$ cat src/sv/rsd_pkg.sv
// Shared constants and engine handshake types for the running standard deviation block.
`timescale 1ns / 1ps

package rsd_pkg;

    localparam int SAMPLE_BITS_DEF = 24;
    localparam int COUNT_BITS_DEF  = 16;
    localparam int STDEV_W         = 32;
    localparam int FRAC_SHIFT      = 16;
    localparam int ROOT_STEPS      = 32;
    localparam int MIN_COUNT       = 2;

    localparam logic FUNC_ADD    = 1'b0;
    localparam logic FUNC_FINISH = 1'b1;

    typedef struct packed {
        logic start;
        logic pop_mode;
    } eng_req_t;

    typedef struct packed {
        logic                 done;
        logic [STDEV_W-1:0]   stdev;
    } eng_rsp_t;

endpackage

$ cat src/sv/rsd_engine.sv
// Finish engine: multiplies, subtracts, divides and takes the root on one shared adder.
`timescale 1ns / 1ps

module rsd_engine #(
    parameter int SAMPLE_BITS = rsd_pkg::SAMPLE_BITS_DEF,
    parameter int COUNT_BITS  = rsd_pkg::COUNT_BITS_DEF
) (
    input  logic                                  aclk,
    input  logic                                  aresetn,
    input  rsd_pkg::eng_req_t                     req,
    input  logic [SAMPLE_BITS+COUNT_BITS-1:0]     sum_i,
    input  logic [2*SAMPLE_BITS+COUNT_BITS-3:0]   sumsq_i,
    input  logic [COUNT_BITS-1:0]                 count_i,
    output rsd_pkg::eng_rsp_t                     rsp
);

    localparam int SUM_W  = SAMPLE_BITS + COUNT_BITS;
    localparam int MAG_W  = SUM_W - 1;
    localparam int PROD_W = 2 * SAMPLE_BITS + 2 * COUNT_BITS - 2;
    localparam int NUM_W  = PROD_W + rsd_pkg::FRAC_SHIFT;
    localparam int D_W    = 2 * COUNT_BITS;
    localparam int WK_W   = (NUM_W > 64) ? NUM_W : 64;
    localparam int QX_W   = (WK_W > 64) ? WK_W : 65;
    localparam int ALU_W  = (PROD_W > 34) ? PROD_W : 34;
    localparam int CNT_W  = $clog2(WK_W + 1);
    localparam int RT_W   = rsd_pkg::STDEV_W;

    typedef enum logic [7:0] {
        ST_IDLE = 8'b0000_0001,
        ST_MULA = 8'b0000_0010,
        ST_MULB = 8'b0000_0100,
        ST_SUB  = 8'b0000_1000,
        ST_MULD = 8'b0001_0000,
        ST_DIV  = 8'b0010_0000,
        ST_SQRT = 8'b0100_0000,
        ST_DONE = 8'b1000_0000
    } eng_state_t;

    eng_state_t         state_reg;
    logic [ALU_W-1:0]   acc_reg;
    logic [ALU_W-1:0]   mcand_reg;
    logic [MAG_W-1:0]   mplr_reg;
    logic [PROD_W-1:0]  prod_a_reg;
    logic [WK_W-1:0]    work_reg;
    logic [RT_W-1:0]    root_reg;
    logic [MAG_W-1:0]   sum_mag_reg;
    logic [COUNT_BITS-1:0] n_reg;
    logic               pop_reg;
    logic               sat_reg;
    logic [CNT_W-1:0]   cnt_reg;

    logic [ALU_W-1:0]   alu_a;
    logic [ALU_W-1:0]   alu_b;
    logic               alu_sub;
    logic [ALU_W:0]     alu_sum;
    logic [ALU_W-1:0]   alu_res;
    logic               alu_carry;

    logic [SUM_W-1:0]   sum_neg;
    logic [MAG_W-1:0]   sum_mag;
    logic [ALU_W-1:0]   mul_acc_next;
    logic [WK_W-1:0]    div_work_next;
    logic [QX_W-1:0]    quot_ext;
    logic               last_step;

    assign sum_neg = ~sum_i + SUM_W'(1);
    assign sum_mag = sum_i[SUM_W-1] ? sum_neg[MAG_W-1:0] : sum_i[MAG_W-1:0];

    // The single adder; in subtract mode the carry out is high when a >= b.
    always_comb begin
        alu_a   = '0;
        alu_b   = '0;
        alu_sub = 1'b0;
        unique case (state_reg)
            ST_MULA, ST_MULB, ST_MULD: begin
                alu_a = acc_reg;
                alu_b = mcand_reg;
            end
            ST_SUB: begin
                alu_a   = ALU_W'(prod_a_reg);
                alu_b   = acc_reg;
                alu_sub = 1'b1;
            end
            ST_DIV: begin
                alu_a   = ALU_W'({acc_reg[D_W-1:0], work_reg[WK_W-1]});
                alu_b   = mcand_reg;
                alu_sub = 1'b1;
            end
            ST_SQRT: begin
                alu_a   = ALU_W'({acc_reg[RT_W-1:0], work_reg[63:62]});
                alu_b   = ALU_W'({root_reg, 2'b01});
                alu_sub = 1'b1;
            end
            default: begin
                alu_a   = '0;
                alu_b   = '0;
                alu_sub = 1'b0;
            end
        endcase
    end

    assign alu_sum   = {1'b0, alu_a} + {1'b0, (alu_sub ? ~alu_b : alu_b)}
                       + (ALU_W+1)'(alu_sub);
    assign alu_res   = alu_sum[ALU_W-1:0];
    assign alu_carry = alu_sum[ALU_W];

    assign mul_acc_next  = mplr_reg[0] ? alu_res : acc_reg;
    assign div_work_next = {work_reg[WK_W-2:0], alu_carry};
    assign quot_ext      = QX_W'(div_work_next);
    assign last_step     = (cnt_reg == CNT_W'(1));

    always_ff @(posedge aclk) begin
        if (!aresetn) begin
            state_reg <= ST_IDLE;
        end else begin
            unique case (state_reg)
                ST_IDLE: begin
                    if (req.start) begin
                        state_reg   <= ST_MULA;
                        acc_reg     <= '0;
                        mcand_reg   <= ALU_W'(sumsq_i);
                        mplr_reg    <= MAG_W'(count_i);
                        sum_mag_reg <= sum_mag;
                        n_reg       <= count_i;
                        pop_reg     <= req.pop_mode;
                        cnt_reg     <= CNT_W'(COUNT_BITS);
                    end
                end
                ST_MULA: begin
                    mcand_reg <= mcand_reg << 1;
                    mplr_reg  <= mplr_reg >> 1;
                    acc_reg   <= mul_acc_next;
                    cnt_reg   <= cnt_reg - CNT_W'(1);
                    if (last_step) begin
                        state_reg  <= ST_MULB;
                        prod_a_reg <= mul_acc_next[PROD_W-1:0];
                        acc_reg    <= '0;
                        mcand_reg  <= ALU_W'(sum_mag_reg);
                        mplr_reg   <= sum_mag_reg;
                        cnt_reg    <= CNT_W'(MAG_W);
                    end
                end
                ST_MULB: begin
                    mcand_reg <= mcand_reg << 1;
                    mplr_reg  <= mplr_reg >> 1;
                    acc_reg   <= mul_acc_next;
                    cnt_reg   <= cnt_reg - CNT_W'(1);
                    if (last_step) begin
                        state_reg <= ST_SUB;
                    end
                end
                ST_SUB: begin
                    // A negative difference is clamped to zero before scaling.
                    work_reg  <= WK_W'({(alu_carry ? alu_res[PROD_W-1:0] : {PROD_W{1'b0}}),
                                        {rsd_pkg::FRAC_SHIFT{1'b0}}});
                    state_reg <= ST_MULD;
                    acc_reg   <= '0;
                    mcand_reg <= ALU_W'(n_reg);
                    mplr_reg  <= pop_reg ? MAG_W'(n_reg)
                                         : MAG_W'(n_reg - COUNT_BITS'(1));
                    cnt_reg   <= CNT_W'(COUNT_BITS);
                end
                ST_MULD: begin
                    mcand_reg <= mcand_reg << 1;
                    mplr_reg  <= mplr_reg >> 1;
                    acc_reg   <= mul_acc_next;
                    cnt_reg   <= cnt_reg - CNT_W'(1);
                    if (last_step) begin
                        state_reg <= ST_DIV;
                        mcand_reg <= ALU_W'(mul_acc_next[D_W-1:0]);
                        acc_reg   <= '0;
                        cnt_reg   <= CNT_W'(WK_W);
                    end
                end
                ST_DIV: begin
                    acc_reg  <= alu_carry ? alu_res : alu_a;
                    work_reg <= div_work_next;
                    cnt_reg  <= cnt_reg - CNT_W'(1);
                    if (last_step) begin
                        state_reg <= ST_SQRT;
                        sat_reg   <= |quot_ext[QX_W-1:64];
                        acc_reg   <= '0;
                        root_reg  <= '0;
                        cnt_reg   <= CNT_W'(rsd_pkg::ROOT_STEPS);
                    end
                end
                ST_SQRT: begin
                    acc_reg  <= alu_carry ? alu_res : alu_a;
                    root_reg <= {root_reg[RT_W-2:0], alu_carry};
                    work_reg <= {work_reg[WK_W-3:0], 2'b00};
                    cnt_reg  <= cnt_reg - CNT_W'(1);
                    if (last_step) begin
                        state_reg <= ST_DONE;
                    end
                end
                ST_DONE: begin
                    state_reg <= ST_IDLE;
                end
                default: begin
                    state_reg <= ST_IDLE;
                end
            endcase
        end
    end

    assign rsp.done  = (state_reg == ST_DONE);
    assign rsp.stdev = sat_reg ? {RT_W{1'b1}} : root_reg;

`ifndef ASSERT_OFF
    a_start_only_idle: assert property (@(posedge aclk) disable iff (!aresetn)
        req.start |-> state_reg == ST_IDLE)
        else $error("engine started while busy");
    a_done_one_cycle: assert property (@(posedge aclk) disable iff (!aresetn)
        state_reg == ST_DONE |=> state_reg == ST_IDLE)
        else $error("engine done held for more than one cycle");
    a_sqrt_from_div: assert property (@(posedge aclk) disable iff (!aresetn)
        $rose(state_reg == ST_SQRT) |-> $past(state_reg) == ST_DIV)
        else $error("root entered without a division");
`endif

endmodule

$ cat src/sv/running_std_deviation.sv
// Running standard deviation: streaming accumulator with an iterative finish engine.
//
// Input channel s_*: s_tuser carries the function (0 adds a sample, 1 finishes) and
// s_tdata the signed sample. Add requests are taken back to back while s_tready is high, even
// while a finished result still waits on the output. The count saturates at its maximum;
// later samples are dropped and a sticky overflow flag is raised.
// A finish request clears the accumulators and produces exactly one result on m_*.
// With fewer than two samples the result is null and goes through the put state to the
// output register once it is free. Otherwise the shared adder of the finish engine runs,
// one bit per cycle, through n*sumsq, sum^2, the subtraction, the divisor, a restoring
// division over max(2*SAMPLE_BITS+2*COUNT_BITS+14, 64) steps and a 32-step square root.
// s_tready stays low from a finish request until its result sits in the output register.
// The output register holds its result while m_tready is low.
// cfg_* writes the population mode bit and is always ready; the user must write it only when idle (not enforced here).
// Reset (aresetn low, synchronous) clears the accumulators, the mode and the output valid flag.
`timescale 1ns / 1ps

module running_std_deviation #(
    parameter int SAMPLE_BITS = rsd_pkg::SAMPLE_BITS_DEF,
    parameter int COUNT_BITS  = rsd_pkg::COUNT_BITS_DEF,
    localparam int S_DATA_W   = ((SAMPLE_BITS + 7) / 8) * 8
) (
    input  logic                        aclk,
    input  logic                        aresetn,
    input  logic                        s_tvalid,
    output logic                        s_tready,
    input  logic [S_DATA_W-1:0]         s_tdata,   // sample_value
    input  logic                        s_tuser,   // func
    output logic                        m_tvalid,
    input  logic                        m_tready,
    output logic [rsd_pkg::STDEV_W-1:0] m_tdata,   // stdev_value
    output logic [1:0]                  m_tuser,   // overflow, result_valid
    input  logic                        cfg_valid,
    output logic                        cfg_ready,
    input  logic                        cfg_data   // population_mode
);

    localparam int SUM_W = SAMPLE_BITS + COUNT_BITS;
    localparam int SQ_W  = 2 * SAMPLE_BITS + COUNT_BITS - 2;

    typedef enum logic [2:0] {
        TOP_IDLE = 3'b001,
        TOP_CALC = 3'b010,
        TOP_PUT  = 3'b100
    } top_state_t;

    top_state_t                  state_reg;
    logic [SUM_W-1:0]            sum_reg;
    logic [SQ_W-1:0]             sumsq_reg;
    logic [COUNT_BITS-1:0]       count_reg;
    logic                        ovf_reg;
    logic                        pop_mode_reg;
    logic                        res_valid_reg;
    logic                        res_ovf_reg;
    logic [rsd_pkg::STDEV_W-1:0] res_stdev_reg;
    logic                        m_tvalid_reg;
    logic [rsd_pkg::STDEV_W-1:0] m_tdata_reg;
    logic [1:0]                  m_tuser_reg;

    logic [SAMPLE_BITS-1:0]      sample;
    logic [SAMPLE_BITS-1:0]      sample_mag;
    logic [2*SAMPLE_BITS-1:0]    sample_sq;
    logic                        in_acc;
    logic                        add_acc;
    logic                        fin_acc;
    logic                        count_full;
    logic                        enough;
    logic                        out_free;
    rsd_pkg::eng_req_t           eng_req;
    rsd_pkg::eng_rsp_t           eng_rsp;

    assign s_tready  = (state_reg == TOP_IDLE);
    assign cfg_ready = 1'b1;
    assign in_acc    = s_tvalid && s_tready;
    assign add_acc   = in_acc && (s_tuser == rsd_pkg::FUNC_ADD);
    assign fin_acc   = in_acc && (s_tuser == rsd_pkg::FUNC_FINISH);

    assign sample     = s_tdata[SAMPLE_BITS-1:0];
    assign sample_mag = sample[SAMPLE_BITS-1] ? (~sample + SAMPLE_BITS'(1)) : sample;
    assign sample_sq  = sample_mag * sample_mag;
    assign count_full = (count_reg == {COUNT_BITS{1'b1}});
    assign enough     = (count_reg >= COUNT_BITS'(rsd_pkg::MIN_COUNT));
    assign out_free   = !m_tvalid_reg || m_tready;

    always_comb begin
        eng_req.start    = fin_acc && enough;
        eng_req.pop_mode = pop_mode_reg;
    end

    rsd_engine #(
        .SAMPLE_BITS (SAMPLE_BITS),
        .COUNT_BITS  (COUNT_BITS)
    ) u_engine (
        .aclk    (aclk),
        .aresetn (aresetn),
        .req     (eng_req),
        .sum_i   (sum_reg),
        .sumsq_i (sumsq_reg),
        .count_i (count_reg),
        .rsp     (eng_rsp)
    );

    always_ff @(posedge aclk) begin
        if (!aresetn) begin
            pop_mode_reg <= 1'b0;
        end else if (cfg_valid && cfg_ready) begin
            pop_mode_reg <= cfg_data;
        end
    end

    // Accumulators; the engine takes its snapshot on the cycle they are cleared.
    always_ff @(posedge aclk) begin
        if (!aresetn) begin
            sum_reg   <= '0;
            sumsq_reg <= '0;
            count_reg <= '0;
            ovf_reg   <= 1'b0;
        end else if (fin_acc) begin
            sum_reg   <= '0;
            sumsq_reg <= '0;
            count_reg <= '0;
            ovf_reg   <= 1'b0;
        end else if (add_acc) begin
            if (count_full) begin
                ovf_reg <= 1'b1;
            end else begin
                sum_reg   <= sum_reg + {{COUNT_BITS{sample[SAMPLE_BITS-1]}}, sample};
                sumsq_reg <= sumsq_reg + SQ_W'(sample_sq);
                count_reg <= count_reg + COUNT_BITS'(1);
            end
        end
    end

    always_ff @(posedge aclk) begin
        if (!aresetn) begin
            state_reg    <= TOP_IDLE;
            m_tvalid_reg <= 1'b0;
        end else begin
            // In the put state the output register is reloaded instead.
            if (m_tvalid_reg && m_tready && (state_reg != TOP_PUT)) begin
                m_tvalid_reg <= 1'b0;
            end
            unique case (state_reg)
                TOP_IDLE: begin
                    if (fin_acc) begin
                        res_ovf_reg   <= ovf_reg;
                        res_valid_reg <= enough;
                        res_stdev_reg <= '0;
                        state_reg     <= enough ? TOP_CALC : TOP_PUT;
                    end
                end
                TOP_CALC: begin
                    if (eng_rsp.done) begin
                        res_stdev_reg <= eng_rsp.stdev;
                        state_reg     <= TOP_PUT;
                    end
                end
                TOP_PUT: begin
                    if (out_free) begin
                        m_tvalid_reg <= 1'b1;
                        m_tdata_reg  <= res_stdev_reg;
                        m_tuser_reg  <= {res_ovf_reg, res_valid_reg};
                        state_reg    <= TOP_IDLE;
                    end
                end
                default: begin
                    state_reg <= TOP_IDLE;
                end
            endcase
        end
    end

    assign m_tvalid = m_tvalid_reg;
    assign m_tdata  = m_tdata_reg;
    assign m_tuser  = m_tuser_reg;

`ifndef ASSERT_OFF
    a_clear_on_finish: assert property (@(posedge aclk) disable iff (!aresetn)
        fin_acc |=> count_reg == '0 && sum_reg == '0 && !ovf_reg)
        else $error("accumulators not cleared after a finish request");
    a_count_monotonic: assert property (@(posedge aclk) disable iff (!aresetn)
        !fin_acc |=> count_reg >= $past(count_reg))
        else $error("sample count went down without a finish request");
    a_null_is_zero: assert property (@(posedge aclk) disable iff (!aresetn)
        m_tvalid && !m_tuser[0] |-> m_tdata == '0)
        else $error("null result carries a non-zero deviation");
    a_done_in_calc: assert property (@(posedge aclk) disable iff (!aresetn)
        eng_rsp.done |-> state_reg == TOP_CALC)
        else $error("engine result arrived with no finish pending");
    a_short_finish: assert property (@(posedge aclk) disable iff (!aresetn)
        fin_acc && !enough |=> state_reg == TOP_PUT && !res_valid_reg)
        else $error("finish with too few samples did not give a null result");
`endif

endmodule
$ cat config.mk
export PLATFORM = sky130hd
export DESIGN_NAME = running_std_deviation
export DESIGN_NICKNAME = d
export VERILOG_FILES = /design/src/sv/rsd_pkg.sv /design/src/sv/rsd_engine.sv /design/src/sv/running_std_deviation.sv
export SDC_FILE = /design/constraint.sdc
export NUM_CORES = 2
export LEC_CHECK = 0
export ABC_CLOCK_PERIOD_IN_PS = 17100
export CAP_MARGIN = 15
export CORE_ASPECT_RATIO = 1.5
export CORE_MARGIN = 2
export CORE_UTILIZATION = 69
export CTS_CLUSTER_DIAMETER = 150
export DETAILED_ROUTE_END_ITERATION = 8
export DONT_BUFFER_PORTS = 1
export GPL_TIMING_DRIVEN = 0
export HOLD_SLACK_MARGIN = 0.15
export MAX_ROUTING_LAYER = met4
export PLACE_DENSITY = 0.85
export SYNTH_ARGS = -nofsm -noshare
export SYNTH_HDL_FRONTEND = slang
export SYNTH_SLANG_ARGS = --single-unit
$ cat constraint.sdc
create_clock -name aclk -period 17.1 [get_ports aclk]
set_input_delay 0.855 -clock aclk [delete_from_list [all_inputs] [get_ports aclk]]
set_output_delay 0.855 -clock aclk [all_outputs]
set_load 0.02 [all_outputs]
# Yosys cells after proc, flatten, opt, wreduce, memory -nomap -nowiden
# Cells that the tools add are included.
# word_totals
reg_bits,663
inputBits,31
output_inout_bits,37
wordCells,151
# op_classes
add_sub_neg,9
n_mul,1
order_cmp,1
eq_ne,23
mux,48
bitwise_logic,6
reduce_logical,39
# op_table
operator,n
two-way mux 78 bit,10
case mux 78 bit (6 select lines),1
case mux 78 bit (5 select lines),1
case mux 78 bit (4 select lines),1
case mux 94 bit (3 select lines),1
case mux 78 bit (3 select lines),1
two-way mux 39 bit,4
case mux 39 bit (4 select lines),1
two-way mux 32 bit,4
case mux 32 bit (2 select lines),2
adder 78 x 78 -> 79 bit,1
adder 79 x 1 -> 79 bit,1
inverter 78 bit,1
adder 62 x 48 -> 62 bit,1
case mux 8 bit (7 select lines),1
multiplier 24 x 24 -> 48 bit,1
two-way mux 8 bit,6
case mux 7 bit (6 select lines),1
adder 40 bit,1
"adder 39 x 1 -> 39 bit, second input constant",1
inverter 39 bit,1
AND reduction 3 bit,11
OR reduction 30 bit,1
two-way mux 7 bit,4
other kinds (41),69

# Depth between registers and ports, before layout
# depth
word_depth,10
mapped_depth,40
ltp_nobuf,37

# Modules after synthesis
# A second synthesis with hierarchy kept.
# unflattened
hier_cells,5895
hier_area_um2,56553.0
# modules_own_cells
mod,instances,cells_each,area_each_um2,seq_area_each_um2
rsd_engine,1,2864,29404.5,14063.5
running_std_deviation,1,3031,27148.5,4524.3

# Worst setup path after synthesis
# OpenSTA, ideal clock, no wires.
# synth_path
path_type,input to register
start,in s_tdata[0]
end,reg sumsq_reg[61]
setup_ps,128
arrival_time_ps,9936
required_ps,16972
path_slack_ps,7036
stages,38
path_buffers,3
cell_sequence,clkbuf_1 -> inv_2 -> clkbuf_1 -> ha_1 -> nand2_1 -> or2_2 -> or3_1 -> or3_1 -> o41a_1 -> xnor2_1 -> inv_1 -> clkbuf_1 -> nand2_1 -> inv_1 -> fa_1 -> inv_1 -> fa_1 -> inv_1 -> (+2 left out) -> fa_1 -> fa_1 -> inv_1 -> fa_1 -> inv_1 -> ha_1 -> a21o_1 -> a21o_1 -> a21o_1 -> a21o_1 -> a21oi_1 -> o31ai_1 -> o311ai_0 -> nand2_1 -> a21boi_1 -> nor3b_1 -> xnor2_1 -> nor2_1
# synth_via
elab_chain_len,5
# synth_rtl
item,line_no,text
"start, declared",running_std_deviation.sv:27,"input logic [S_DATA_W-1:0] s_tdata,"
inverter 24 bit,running_std_deviation.sv:79,assign sample_mag = sample[SAMPLE_BITS-1] ? (~sample + SAMPLE_BITS'(1)) : sample;
adder 24 x 1 -> 24 bit,running_std_deviation.sv:79,
two-way mux 24 bit *,running_std_deviation.sv:79,
multiplier 24 x 24 -> 48 bit *,running_std_deviation.sv:80,assign sample_sq = sample_mag * sample_mag;
adder 62 x 48 -> 62 bit *,running_std_deviation.sv:128,sumsq_reg <= sumsq_reg + SQ_W'(sample_sq);
"end signal, assigned",running_std_deviation.sv:128,
"end, declared",running_std_deviation.sv:49,logic [SQ_W-1:0] sumsq_reg;
# Mark *: on every way between the ends. The rest lies on a longest branch, timed or not.
# A chain may end at the register's enable or synchronous reset.

# Worst setup path after layout
# layout_path
start,in s_tdata[0]
end,reg sumsq_reg[58]
# The elaborated chain is that of the path after synthesis.

==> key figures <==
Final layout
  – Final nets: 6,600
  – Non-Filler Instances: approximately 7,000
  – Layout fillers: around 5,600
  – Number of flip-flops in the largest register: 94
  – Area Overhead vs Synth: 7.62%
  – Commonest non-fill, non-tap cell in the layout: inv_1
  – Most frequent cells in the layout: inv_1, nand2_1, edfxtp_1
  – Share of cells above drive strength 1: under 10%

Synth
  – Syn avg cell area: approximately 9.7 um^2
  – Yosys cell types: 95
  – Number of flops mapped to enable cells by yosys: 531
  – Yosys reg bits: 663
  – Sequential share of the synthesized area: 33.7%
  – Cell Area, Synth: 55,200 um^2
  – Synthesis warning total: 0
  – Cell taking the most area after synthesis: edfxtp_1
  – Top FF cell, synth: edfxtp_1
  – Synth top area cells: edfxtp_1, fa_1, ha_1
  – Post-synth ARST share: 0%
  – Yosys top cell area share: between 20% and 30%
  – Syn Inst Count: about 5,700

Global routing
  – Largest net degree at the start of global routing: 39
  – First-pass GRT wire length: ~300,000 um
  – GRT Overall Usage: between 40% and 50%
  – Initial antenna violation count: 6
  – Vias in the first global route: 47,700
  – Congestion Overflow GR: 0

Detailed routing
  – Drc violations: 5
  – Initial DRC Count: 6,592
  – Post-DRT Antenna Nets: 0
  – WL per Instance: 28.8 um
  – Total number of vias: 46,900
  – Pre-antenna DRT Iters: 9
  – Routed vias/inst: 6.80
  – Final wirelength: 199,000 um

STA
  – Worst Clk Skew: 0.0322 ns
  – Fin Hold WS: 0.348 ns
  – Slew Viols, Final: 0
  – Setup Viol. Count Final: 0
  – Tcrit/Tclk final: about three quarters
  – Final TNS setup: 0 ns
  – Worst-margin pin slew: between 1 and 1.5 ns
  – Maximum clock rate: 76.8 MHz
  – Relative slew slack: 12.7%
  – Min Tclk post-route: 13.02 ns
  – RSZ-0062 raised after global routing: false
  – Hold Violations, Final: 0

Clock network
  – H-Tree Depth: 3
  – Clock slew at reported path FFs: 0.08 ns
  – Max clock buf depth: 3
  – Setup Fix Bufs, Post-CTS: 0
  – CTS tree: yes
  – TritonCTS buffer count: 67
  – # hold bufs at CTS: 0
  – Clk sink count: 663
  – Cell at the root of the clock tree: clkbuf_16
  – Clk Latency, worst-skew pair: 0.67 ns
  – Post_cts resized: 0

Critical path
  – Worst-path fanout max: 10
  – Kind of critical path: in -> reg
  – Slowest cell on crit path: xor2_2
  – CP dominant cell by count: fa_1
  – Worst Path Required: 17.69 ns
  – R2r worst-path depth: 25
  – CP startpoint kind: input port
  – CP max stage delay: between 0.7 and 0.8 ns
  – Critical path data arrival time: between 10 and 15 ns
  – Crit end category: register

Outcome
  – Status: complete, but fails checks
  – Failing checks: DRC

Floorplanning
  – Area of the die: between 80,000 and 90,000 um^2
  – IO Count: 68
  – Die height: 350 um
  – Initial core utilization: 69.3%
  – Core area: 79,600 um^2
  – Die width: 235 um
  – Row count: roughly 130

Placement
  – Post-Place Cells: 6,761
  – PortBufs: 0
  – Gpl congestion: between 1 and 1.5
  – DP HPWL: 159,000 um

Worst hold path
  – Hold-critical path depth: 2
  – Worst min-delay path class: in -> reg

Job
  – Max-cap violations: 0
## critical path: cells and delay by family
kind	cells	cell delay, ns
xor gates and xnor gates	1	0.79
and+or+nand+nor	10	2.42
buffers and inverters	8	2.70
AOI/OAI and AO/OA	8	2.75
adders and majority gates	9	4.04
## synth_stat cells, drive strengths merged (25+ instances only)
| library cell | number |
|---|---|
| and3 | 41 |
| o31ai | 28 |
| nand2b | 31 |
| buf | 45 |
| and2 | 47 |
| a22oi | 106 |
| ha | 299 |
| or3 | 32 |
| nand4 | 54 |
| nor2 | 344 |
| o21a | 60 |
| o22ai | 32 |
| o21bai | 39 |
| a222oi | 90 |
| a221oi | 41 |
| edfxtp | 531 |
| fa | 470 |
| nor4 | 27 |
| xnor2 | 176 |
| a221o | 34 |
| mux2i | 30 |
| inv | 789 |
| a22o | 88 |
| o21ai | 260 |
| nor3 | 39 |
| nand3 | 54 |
| a21o | 111 |
| mux2 | 35 |
| a21oi | 379 |
| nor2b | 27 |
| a31oi | 25 |
| nand2 | 609 |
| dfxtp | 132 |
| clkbuf | 254 |
| xor2 | 156 |
## routing by layer
layer / share of wire, % / vias to the layer above / track usage [%]
li1: - / 20000 / -
met1: 32 / 22500 / 51.8
met2: 46 / 3245 / 78.0
met3: 10 / 1158 / 10.9
met4: 12 / 0 / 47.8
met5: 0 / - / -
## cells by family (layout without fill, tap and decap cells)
group | Yosys count | after routing | synth area share (%)
fa+ha+maj | 769 | 769 | 23.8
buf+inv | 1089 | 1240 | 7.49
simple gates | 1362 | 1362 | 11.2
compound gates | 1403 | 1403 | 17.3
other cells | 2 | 28 | 0.0136
mux | 65 | 65 | 1.26
flops | 663 | 663 | 33.7
xor+xnor | 332 | 332 | 5.28
## final timing paths
check,start,end,slack (ns)
max,s_tdata[0],sumsq_reg[58]$_SDFFE_PP0P_,4.08
min,s_tvalid,ovf_reg$_SDFFE_PP0P_,0.35
max reg2reg,u_engine.state_reg[7]$_SDFFE_PN0P_,u_engine.acc_reg[33]$_DFFE_PP_,8.05
min reg2reg,res_stdev_reg[20]$_SDFFCE_PN0P_,m_tdata[20]$_DFFE_PP_,0.42
## metrics by stage
| step | cell area [um^2] | setup slack [ns] | util, % |
|---|---|---|---|
| 6_report | 59400 | 4.08 | 74.6 |
| 5_1_grt | 59400 | 3.83 | 74.6 |
| 4_1_cts | 59300 | 4.47 | 74.5 |
| 3_5_place_dp | 57000 | 3.87 | 71.6 |
| 3_3_place_gp | 56600 | 3.45 | 71.0 |
| 2_1_floorplan | 55300 | 7.04 | - |
## cell type report
type | count | area [um^2] | share of cell area (%)
sequential | 663 | 18600 | 31.3
clock buffer | 84 | 1830 | 3.09
clock inverter | 38 | 472 | 0.794
antenna | 9 | 22.5 | 0.0379
tap | 1032 | 1290 | 2.17
buffer | 299 | 1170 | 1.97
timing repair buffer | 29 | 433 | 0.729
multi-input combinational | 3950 | 32600 | 54.9
inverter | 790 | 2970 | 4.99
Power is left out: the tool's default activity adds up to more than one toggle a clock period on the data nets, which glitch-free logic cannot reach.
